`config.mk`:
```
export PLATFORM = sky130hd
export DESIGN_NAME = lehmer64_random_generator
export DESIGN_NICKNAME = d
export VERILOG_FILES = /design/src/design/lrg_pkg.sv /design/src/design/lrg_dp.sv /design/src/design/lrg_ctrl.sv /design/src/design/lehmer64_random_generator.sv
export VERILOG_INCLUDE_DIRS = /design/src /design/src/design
export SDC_FILE = /design/constraint.sdc
export NUM_CORES = 2
export LEC_CHECK = 0
export BUFFER_PORTS_ARGS = -buffer_cell sky130_fd_sc_hd__buf_2
export CAP_MARGIN = 20
export CORE_MARGIN = 1.5
export CORE_UTILIZATION = 50
export CTS_CLUSTER_SIZE = 12
export DETAILED_ROUTE_END_ITERATION = 16
export PLACE_DENSITY = 0.68
export SLEW_MARGIN = 5
export SYNTH_ARGS = -nofsm -noshare
export SYNTH_HDL_FRONTEND = slang
export SYNTH_HIERARCHICAL = 1
export SYNTH_SLANG_ARGS = --single-unit
export TNS_END_PERCENT = 10
```
`constraint.sdc`:
```
create_clock -name clk -period 6.9 [get_ports clk]
set_clock_uncertainty 0.2 [all_clocks]
set_input_delay 1.38 -clock clk [delete_from_list [all_inputs] [get_ports clk]]
set_output_delay 1.38 -clock clk [all_outputs]
set_load 0.03 [all_outputs]
```
`src/design/lehmer64_random_generator_macros.svh`:
```
// ----------------------------------------------------------------------------
// Lehmer64 random generator assertion macros
// Shared concurrent assertion forms for the generator RTL.
// ----------------------------------------------------------------------------
`ifndef LEHMER64_RANDOM_GENERATOR_MACROS_SVH
`define LEHMER64_RANDOM_GENERATOR_MACROS_SVH

`ifndef SYNTHESIS

// Same-cycle implication, checked outside reset.
`define LRG_ASSERT_IMPLIES(label, clk, rst_n, ante, cons) \
    label: assert property (@(posedge clk) disable iff (!rst_n) (ante) |-> (cons)) \
        else $error("assertion failed: same-cycle implication");

// Next-cycle implication, checked outside reset.
`define LRG_ASSERT_NEXT(label, clk, rst_n, ante, cons) \
    label: assert property (@(posedge clk) disable iff (!rst_n) (ante) |=> (cons)) \
        else $error("assertion failed: next-cycle implication");

`else

`define LRG_ASSERT_IMPLIES(label, clk, rst_n, ante, cons)
`define LRG_ASSERT_NEXT(label, clk, rst_n, ante, cons)

`endif

`endif

```
`src/design/lrg_pkg.sv`:
```
// ----------------------------------------------------------------------------
// Lehmer64 random generator package
// Operation codes, constants and the controller/datapath interface types.
// ----------------------------------------------------------------------------
`default_nettype none

package lrg_pkg;

    // Multiplier of the generator and the seed scramble value.
    localparam logic [63:0] LEHMER_MULT = 64'hda942042e4dd58b5;
    localparam logic [63:0] SEED_XOR    = 64'd25;

    // Field widths.
    localparam int STATE_W = 128;
    localparam int WORD_W  = 64;
    localparam int BYTE_W  = 8;
    localparam int BOUND_W = 32;
    localparam int SPAN_W  = BOUND_W + 1;

    // One multiplier bit and one dividend bit per cycle.
    localparam int STEPS = WORD_W;
    localparam int CNT_W = $clog2(STEPS);

    // Operation codes carried in the input tuser.
    typedef enum logic [1:0] {
        OP_RESTART = 2'd0,
        OP_SEED    = 2'd1,
        OP_NEXT    = 2'd2,
        OP_RANGE   = 2'd3
    } op_t;

    // Commands from the controller to the datapath.
    typedef struct packed {
        logic             capture;
        logic             seed_apply;
        logic             mul_step;
        logic             div_step;
        logic             last;
        logic             out_load;
        logic [CNT_W-1:0] count;
    } cmd_t;

    // Status from the datapath to the controller.
    typedef struct packed {
        op_t  op;
        logic range_gt;
    } sts_t;

endpackage

`default_nettype wire

```
`src/design/lrg_dp.sv`:
```
// ----------------------------------------------------------------------------
// Lehmer64 random generator datapath
// State register, bit-serial multiplier, restoring divider and result registers.
// ----------------------------------------------------------------------------
`default_nettype none

`include "lehmer64_random_generator_macros.svh"

module lrg_dp
    import lrg_pkg::*;
(
    input  wire  logic                  clk,
    input  wire  logic                  rst_n,
    input  wire  cmd_t                  cmd,
    output sts_t                        sts,
    input  wire  logic [1:0]            in_op,
    input  wire  logic [BYTE_W-1:0]     in_seed_byte,
    input  wire  logic [BOUND_W-1:0]    in_range_low,
    input  wire  logic [BOUND_W-1:0]    in_range_high,
    output logic [WORD_W-1:0]           raw_value,
    output logic [BOUND_W-1:0]          bounded_value,
    output logic                        range_error
);

    // Captured item.
    op_t                 op_reg;
    logic [BYTE_W-1:0]   byte_reg;
    logic [BOUND_W-1:0]  low_reg;
    logic [SPAN_W-1:0]   span_reg;
    logic                lt_reg;
    logic                eq_reg;

    // Generator state and working registers.
    logic [STATE_W-1:0]  state_reg;
    logic [STATE_W-1:0]  state_next;
    logic [STATE_W-1:0]  acc_reg;
    logic [STATE_W-1:0]  acc_next;
    logic [SPAN_W-1:0]   rem_reg;
    logic [SPAN_W-1:0]   rem_next;

    // Result registers.
    logic [WORD_W-1:0]   out_raw_reg;
    logic [BOUND_W-1:0]  out_bounded_reg;
    logic                out_err_reg;

    logic [SPAN_W-1:0]   low_ext;
    logic [SPAN_W-1:0]   high_ext;
    logic [STATE_W-1:0]  seed_ext;
    logic [STATE_W-1:0]  seed_sum;
    logic [WORD_W-1:0]   raw_word;
    logic [SPAN_W:0]     rem_shift;
    logic                rem_ge;
    logic [SPAN_W:0]     rem_diff;
    logic [BOUND_W-1:0]  bounded_calc;

    // Bounds sign-extended to 33 bits for the span.
    assign low_ext  = {in_range_low[BOUND_W-1], in_range_low};
    assign high_ext = {in_range_high[BOUND_W-1], in_range_high};

    // Latch the item and precompute the span and bound relations.
    always_ff @(posedge clk)
    begin
        if (cmd.capture)
        begin
            op_reg   <= op_t'(in_op);
            byte_reg <= in_seed_byte;
            low_reg  <= in_range_low;
            span_reg <= high_ext - low_ext + SPAN_W'(1);
            lt_reg   <= $signed(in_range_high) < $signed(in_range_low);
            eq_reg   <= in_range_high == in_range_low;
        end
    end

    assign sts.op       = op_reg;
    assign sts.range_gt = !lt_reg && !eq_reg;

    // Seed byte sign-extended to the full state and added.
    assign seed_ext = {{(STATE_W-BYTE_W){byte_reg[BYTE_W-1]}}, byte_reg};
    assign seed_sum = state_reg + seed_ext;

    // Shift-add multiplier, multiplier constant consumed from the top bit down.
    assign acc_next = {acc_reg[STATE_W-2:0], 1'b0}
                    + (LEHMER_MULT[~cmd.count] ? state_reg : '0);

    always_ff @(posedge clk)
    begin
        if (cmd.capture)
        begin
            acc_reg <= '0;
        end
        else if (cmd.mul_step)
        begin
            acc_reg <= acc_next;
        end
    end

    // State update: restart, seed, or commit of the finished product.
    always_comb
    begin
        state_next = state_reg;
        if (cmd.seed_apply)
        begin
            if (op_reg == OP_RESTART)
            begin
                state_next = STATE_W'(1);
            end
            else
            begin
                state_next = {seed_sum[STATE_W-1:WORD_W], seed_sum[WORD_W-1:0] ^ SEED_XOR};
            end
        end
        else if (cmd.mul_step && cmd.last)
        begin
            state_next = acc_next;
        end
    end

    always_ff @(posedge clk or negedge rst_n)
    begin
        if (!rst_n)
        begin
            state_reg <= STATE_W'(1);
        end
        else
        begin
            state_reg <= state_next;
        end
    end

    assign raw_word = state_reg[STATE_W-1:WORD_W];

    // Restoring divider: one dividend bit per cycle, remainder only.
    assign rem_shift = {rem_reg, raw_word[~cmd.count]};
    assign rem_ge    = rem_shift >= {1'b0, span_reg};
    assign rem_diff  = rem_shift - {1'b0, span_reg};
    assign rem_next  = rem_ge ? rem_diff[SPAN_W-1:0] : rem_shift[SPAN_W-1:0];

    always_ff @(posedge clk)
    begin
        if (cmd.mul_step && cmd.last)
        begin
            rem_reg <= '0;
        end
        else if (cmd.div_step)
        begin
            rem_reg <= rem_next;
        end
    end

    // Remainder is below 2^32, so the low word alone carries the sum.
    assign bounded_calc = rem_reg[BOUND_W-1:0] + low_reg;

    // Result registers, loaded when the output side is free.
    always_ff @(posedge clk)
    begin
        if (cmd.out_load)
        begin
            if (op_reg == OP_NEXT)
            begin
                out_raw_reg     <= raw_word;
                out_bounded_reg <= '0;
                out_err_reg     <= 1'b0;
            end
            else if (op_reg == OP_RANGE)
            begin
                out_raw_reg     <= raw_word;
                out_err_reg     <= lt_reg;
                out_bounded_reg <= (lt_reg || eq_reg) ? low_reg : bounded_calc;
            end
            else
            begin
                out_raw_reg     <= '0;
                out_bounded_reg <= '0;
                out_err_reg     <= 1'b0;
            end
        end
    end

    assign raw_value     = out_raw_reg;
    assign bounded_value = out_bounded_reg;
    assign range_error   = out_err_reg;

    // A restart leaves the state at one.
    `LRG_ASSERT_NEXT(a_restart_one, clk, rst_n,
        cmd.seed_apply && (op_reg == OP_RESTART), state_reg == STATE_W'(1))
    // The running remainder stays below the span.
    `LRG_ASSERT_IMPLIES(a_rem_below_span, clk, rst_n, cmd.div_step, rem_reg < span_reg)

endmodule

`default_nettype wire

```
`src/design/lrg_ctrl.sv`:
```
// ----------------------------------------------------------------------------
// Lehmer64 random generator controller
// Sequences capture, seeding, multiply, divide and result hand-off.
// ----------------------------------------------------------------------------
`default_nettype none

`include "lehmer64_random_generator_macros.svh"

module lrg_ctrl
    import lrg_pkg::*;
(
    input  wire  logic       clk,
    input  wire  logic       rst_n,
    input  wire  logic       s_valid,
    output logic             s_ready,
    input  wire  logic [1:0] in_op,
    output logic             m_valid,
    input  wire  logic       m_ready,
    output cmd_t             cmd,
    input  wire  sts_t       sts
);

    typedef enum logic [4:0] {
        ST_IDLE = 5'b00001,
        ST_SEED = 5'b00010,
        ST_MUL  = 5'b00100,
        ST_DIV  = 5'b01000,
        ST_DONE = 5'b10000
    } state_t;

    state_t            state_reg;
    state_t            state_next;
    logic [CNT_W-1:0]  count_reg;
    logic [CNT_W-1:0]  count_next;
    logic              m_valid_reg;
    logic              m_valid_next;
    logic              accept;
    logic              out_free;
    logic              last;

    assign s_ready  = state_reg == ST_IDLE;
    assign accept   = s_valid && s_ready;
    assign out_free = !m_valid_reg || m_ready;
    assign last     = count_reg == CNT_W'(STEPS - 1);

    // Next state.
    always_comb
    begin
        state_next = state_reg;
        case (state_reg)
            ST_IDLE:
            begin
                if (accept)
                begin
                    if ((op_t'(in_op) == OP_RESTART) || (op_t'(in_op) == OP_SEED))
                    begin
                        state_next = ST_SEED;
                    end
                    else
                    begin
                        state_next = ST_MUL;
                    end
                end
            end
            ST_SEED:
            begin
                state_next = ST_DONE;
            end
            ST_MUL:
            begin
                if (last)
                begin
                    if ((sts.op == OP_RANGE) && sts.range_gt)
                    begin
                        state_next = ST_DIV;
                    end
                    else
                    begin
                        state_next = ST_DONE;
                    end
                end
            end
            ST_DIV:
            begin
                if (last)
                begin
                    state_next = ST_DONE;
                end
            end
            ST_DONE:
            begin
                if (out_free)
                begin
                    state_next = ST_IDLE;
                end
            end
            default:
            begin
                state_next = ST_IDLE;
            end
        endcase
    end

    // Bit counter shared by the multiply and divide passes.
    always_comb
    begin
        count_next = count_reg;
        if (accept)
        begin
            count_next = '0;
        end
        else if ((state_reg == ST_MUL) || (state_reg == ST_DIV))
        begin
            count_next = count_reg + CNT_W'(1);
        end
    end

    // Output valid: set on a result load, cleared when the transfer completes.
    always_comb
    begin
        m_valid_next = m_valid_reg;
        if (cmd.out_load)
        begin
            m_valid_next = 1'b1;
        end
        else if (m_ready)
        begin
            m_valid_next = 1'b0;
        end
    end

    always_ff @(posedge clk or negedge rst_n)
    begin
        if (!rst_n)
        begin
            state_reg   <= ST_IDLE;
            count_reg   <= '0;
            m_valid_reg <= 1'b0;
        end
        else
        begin
            state_reg   <= state_next;
            count_reg   <= count_next;
            m_valid_reg <= m_valid_next;
        end
    end

    // Commands to the datapath.
    assign cmd.capture    = accept;
    assign cmd.seed_apply = state_reg == ST_SEED;
    assign cmd.mul_step   = state_reg == ST_MUL;
    assign cmd.div_step   = state_reg == ST_DIV;
    assign cmd.last       = last;
    assign cmd.out_load   = (state_reg == ST_DONE) && out_free;
    assign cmd.count      = count_reg;

    assign m_valid = m_valid_reg;

    // A result is loaded only into a free output register.
    `LRG_ASSERT_IMPLIES(a_load_free, clk, rst_n, cmd.out_load, !m_valid_reg || m_ready)
    // A span above one goes on to the divide pass.
    `LRG_ASSERT_NEXT(a_mul_to_div, clk, rst_n,
        (state_reg == ST_MUL) && last && (sts.op == OP_RANGE) && sts.range_gt,
        state_reg == ST_DIV)
    // The divide pass starts from bit count zero.
    `LRG_ASSERT_NEXT(a_div_count_zero, clk, rst_n,
        (state_reg != ST_DIV) && (state_next == ST_DIV), count_reg == '0)

endmodule

`default_nettype wire

```
`src/design/lehmer64_random_generator.sv`:
```
// ----------------------------------------------------------------------------
// Lehmer64 random generator
// Lehmer generator with 128-bit state, seeding and bounded output.
// ----------------------------------------------------------------------------
// One item is worked at a time. A restart or seed item passes through the
// seed and done states before its result enters the output register. A next
// item runs the bit-serial multiplier, which consumes one bit of the 64-bit
// constant per cycle. A bounded item with a span above one runs the multiply
// pass followed by a restoring divider that retires one dividend bit
// per cycle. With a ready receiver the result transfers on the following edge.
// A new item is accepted the cycle after its predecessor's result enters the
// output register, even while that result still waits to be taken.
`default_nettype none

module lehmer64_random_generator
    import lrg_pkg::*;
(
    input  wire  logic         clk,
    input  wire  logic         rst_n,
    input  wire  logic         s_axis_tvalid,
    output logic               s_axis_tready,
    // tdata: seed_byte[7:0], range_low[39:8], range_high[71:40]
    input  wire  logic [71:0]  s_axis_tdata,
    // tuser: op[1:0]
    input  wire  logic [1:0]   s_axis_tuser,
    output logic               m_axis_tvalid,
    input  wire  logic         m_axis_tready,
    // tdata: raw_value[63:0], bounded_value[95:64]
    output logic [95:0]        m_axis_tdata,
    // tuser: range_error[0]
    output logic               m_axis_tuser
);

    cmd_t                cmd;
    sts_t                sts;
    logic [WORD_W-1:0]   raw_value;
    logic [BOUND_W-1:0]  bounded_value;

    // Sequencer.
    lrg_ctrl u_ctrl (
        .clk     (clk),
        .rst_n   (rst_n),
        .s_valid (s_axis_tvalid),
        .s_ready (s_axis_tready),
        .in_op   (s_axis_tuser),
        .m_valid (m_axis_tvalid),
        .m_ready (m_axis_tready),
        .cmd     (cmd),
        .sts     (sts)
    );

    // Arithmetic and state.
    lrg_dp u_dp (
        .clk           (clk),
        .rst_n         (rst_n),
        .cmd           (cmd),
        .sts           (sts),
        .in_op         (s_axis_tuser),
        .in_seed_byte  (s_axis_tdata[7:0]),
        .in_range_low  (s_axis_tdata[39:8]),
        .in_range_high (s_axis_tdata[71:40]),
        .raw_value     (raw_value),
        .bounded_value (bounded_value),
        .range_error   (m_axis_tuser)
    );

    assign m_axis_tdata = {bounded_value, raw_value};

endmodule

`default_nettype wire
```
==> summary.txt <==
Clock tree
  – CTS resizes: 0
  – Clock latency on the worst-skew pair: approximately 0.66 ns
  – H-tree depth: 2
  – Hold buffers post-CTS: 0
  – Inserted Clock Buffers: 57
  – Clk buf depth: 3
  – CTS sink cnt: between 400 and 500
  – Root Driver: clkbuf_16
  – Postcts setup bufs: 0
  – Reg clk slew, reported paths: 0.06 ns
  – CTS tree: yes

Timing
  – Fmax: 152 MHz
  – Max-slew violations: 0
  – Worst-Margin Slew: approximately 1.1 ns
  – Endpoints failing setup: 0
  – Worst slew margin: 24.4%
  – Clock period minus worst slack: about 6.6 ns
  – Period utilization: 95.5%
  – Final Hold Viols: 0

GRT
  – Vias in the first global route: roughly 39,000
  – Largest net degree at the start of global routing: 153
  – Total grt overflow: 0
  – GRT Util Overall: about a third
  – First-pass GRT wire length: 221,000 µm
  – Initial antenna violation count: 5

Power
  – Max VDD drop: 234 µV
  – Internal: 11.3 mW
  – Sequential group share of total power: 20.8%
  – Pwr per Cell Area: 504 nW/µm²
  – Logic gate share of total power: 66.0%
  – Pwr Total: between 20 and 25 mW
  – Clock share of power: 13.2%
  – Psw: 12.1 mW
  – Switching fraction of total power: 51.9%
  – Leak Pwr: 19.4 nW

Logic synthesis
  – Mapped Nets: 5,798
  – Yosys top cell by area: edfxtp_1
  – Post-Synthesis Cell Area: between 40,000 and 50,000 µm²
  – Syn_area_per_cell: 8.09 µm²
  – Register area share after synthesis: 27.8%
  – Cell variety after synth: ~100
  – Most frequent cell after synthesis: a21oi_1
  – Post-synth EDFFs: ~170
  – Cells after synthesis: ~5,300
  – List of most frequent post-synthesis cells: a21oi_1, nor2_1, nand2_1
  – Ys async rst share: 29.5%
  – Top cells by area, synth: edfxtp_1, ha_1, dfrtp_1
  – Synth top area share: 12.2%
  – Syn. warnings: 6
  – Post-synthesis register bit count: 474
  – Synth Flop Type: edfxtp_1

Worst hold path
  – Hold endpoint: u_dp/acc_reg[69]$_SDFFE_PP0P_
  – Hold path startpoint: u_dp/acc_reg[69]$_SDFFE_PP0P_
  – Hold/Removal Path Class: reg -> reg
  – Worst hold path depth: 2

Place
  – Routability-driven placement congestion ratio: 1.04
  – Placed cells: 6,391
  – Dpl hpwl: 111,000 µm
  – Area post-placement: 44,600 µm²
  – Port bufs: between 150 and 200

Routing
  – Routed WL: ~150,000 µm
  – DRC Markers: 0
  – DR pass1 iterations: 6
  – DR iter-0 viols: between 3,000 and 4,000
  – Routed Antenna Nets: 0
  – Via density: roughly 6.3
  – Drt wl/cell: ~22 µm
  – Via Count: 40,829

Status
  – Status: finished, final reports clean

Final layout
  – Fraction of layout cells with a size suffix above 1: 7.73%
  – Design Area, Final: 46,500 µm²
  – Max reg flops: 128
  – Net count, final: 5,794
  – Non-filler cells, final: 6,501
  – Area Overhead vs Synth: 8.28%

Setup path
  – CP Capture Type: register
  – Worst R2R Path Depth: 23
  – Reg-to-reg setup timing slack: between 0.3 and 0.4 ns
  – FF-to-FF Start: u_ctrl/count_reg[0]$_DFFE_PN0P_
  – CP Max Fanout: 28
  – Startpoint Class: register
  – Worst Path Class, Setup: reg -> reg
  – Crit path DAT: 6.92 ns
  – Worst path required time: between 7 and 8 ns
  – Worst flop-to-flop path endpoint: u_dp/state_reg[127]$_DFFE_PN0P_

Floorplanning
  – Core Rows: 107
  – Initial core utilization: between 50% and 60%
  – Area of the die: 87,700 µm²
  – Core Box Area: 85,100 µm²
  – Die W: 296 µm
  – Die Y: 296 µm
  – Num ports: 177

Job
  – Number of max-cap violations: 0
## kinds of logic after synthesis
logic type / share of synthesized area, %
simple gates: 19.6
fa+ha+maj: 12.3
compound gates: 24.5
mux: 4.49
xor+xnor: 6.63
flops: 27.8
buf+inv: 4.75
## metrics by stage
step                      hold WS, ns  setup TNS (ns)  util (%)  setup WS, ns
after floorplan                 0.232               0         -         0.299
after global placement          0.247               0      52.4         0.524
after detailed placement        0.253               0      52.4         0.402
after CTS                       0.266               0      54.6         0.330
after global routing            0.296         -0.0202      54.6       -0.0123
final                           0.266               0      54.6         0.314
## power groups by stage
| stage | sequential [mW] | clock, mW | combinational (mW) |
|---|---|---|---|
| CTS | 4.83 | 3.14 | 15.1 |
| detailed placement | 4.88 | 0 | 15.0 |
| finish | 4.86 | 3.10 | 15.5 |
| global placement | 4.88 | 0 | 15.0 |
| floorplan | 4.54 | 0 | 11.1 |
| global route | 4.93 | 3.23 | 16.8 |
## critical path, stage by stage (launching register included)
cell	delay [ns]
dfrtp_1	0.50
inv_1	0.15
ha_1	0.23
nor2b_1	0.13
a211oi_1	0.23
a211oi_1	0.09
a211oi_2	0.47
a21o_4	0.41
and2_1	0.20
ha_1	0.18
inv_1	0.07
fa_1	0.40
nand2b_1	0.18
a211oi_1	0.38
o211ai_1	0.21
nand3_1	0.27
a31oi_1	0.15
a211oi_1	0.50
o311ai_0	0.21
buf_4	0.20
o31ai_2	0.38
a41oi_1	0.20
xnor2_1	0.16
a221o_1	0.31
## placed cells by master (no fill, tap or decap), drive strengths merged, types with 64 or more instances in the layout
| master | count |
|---|---|
| a21o | 148 |
| nor3 | 79 |
| nand3 | 69 |
| nand2b | 69 |
| xor2 | 135 |
| o22ai | 64 |
| edfxtp | 174 |
| mux2i | 143 |
| clkbuf | 81 |
| xnor2 | 190 |
| o21ai | 361 |
| and2 | 215 |
| dfxtp | 160 |
| nor2 | 481 |
| nand2 | 441 |
| inv | 245 |
| nand4 | 141 |
| a211oi | 71 |
| ha | 389 |
| buf | 217 |
| a21oi | 584 |
| dfrtp | 138 |
| o21bai | 108 |
## how the worst max path moves through the flow
stage / slack (ns) / cells after the start / endpoint / start
finish: 0.31 / 23 / u_dp/state_reg[127]$_DFFE_PN0P_ / u_ctrl/count_reg[0]$_DFFE_PN0P_
global route: -0.01 / 22 / u_dp/acc_reg[99]$_SDFFE_PP0P_ / u_ctrl/count_reg[0]$_DFFE_PN0P_
CTS: 0.33 / 23 / u_dp/state_reg[127]$_DFFE_PN0P_ / u_ctrl/count_reg[0]$_DFFE_PN0P_
detailed placement: 0.40 / 23 / u_dp/state_reg[127]$_DFFE_PN0P_ / u_ctrl/count_reg[0]$_DFFE_PN0P_
global placement: 0.52 / 23 / u_dp/state_reg[127]$_DFFE_PN0P_ / u_ctrl/count_reg[0]$_DFFE_PN0P_
floorplan: 0.30 / 26 / u_dp/acc_reg[125]$_SDFFE_PP0P_ / u_ctrl/count_reg[0]$_DFFE_PN0P_
## final cells by class
type	count	area (µm²)
repair buffers	217	1240
clock inverters	27	284
inverters	244	916
multi-input cells	4313	29100
flip-flops and latches	474	11900
diodes	1	2.50
clock buffers	81	1620
well taps	1144	1430
fillers	8164	38600
## per-layer routing
metal	wire length (µm)	track usage (%)	vias to the layer above
met5	47	0	-
met4	6450	12.9	6
li1	-	-	19338
met1	62700	42.7	19474
met2	65400	52.2	1666
met3	11000	5.17	345
Power figures use the tool's default switching activity.
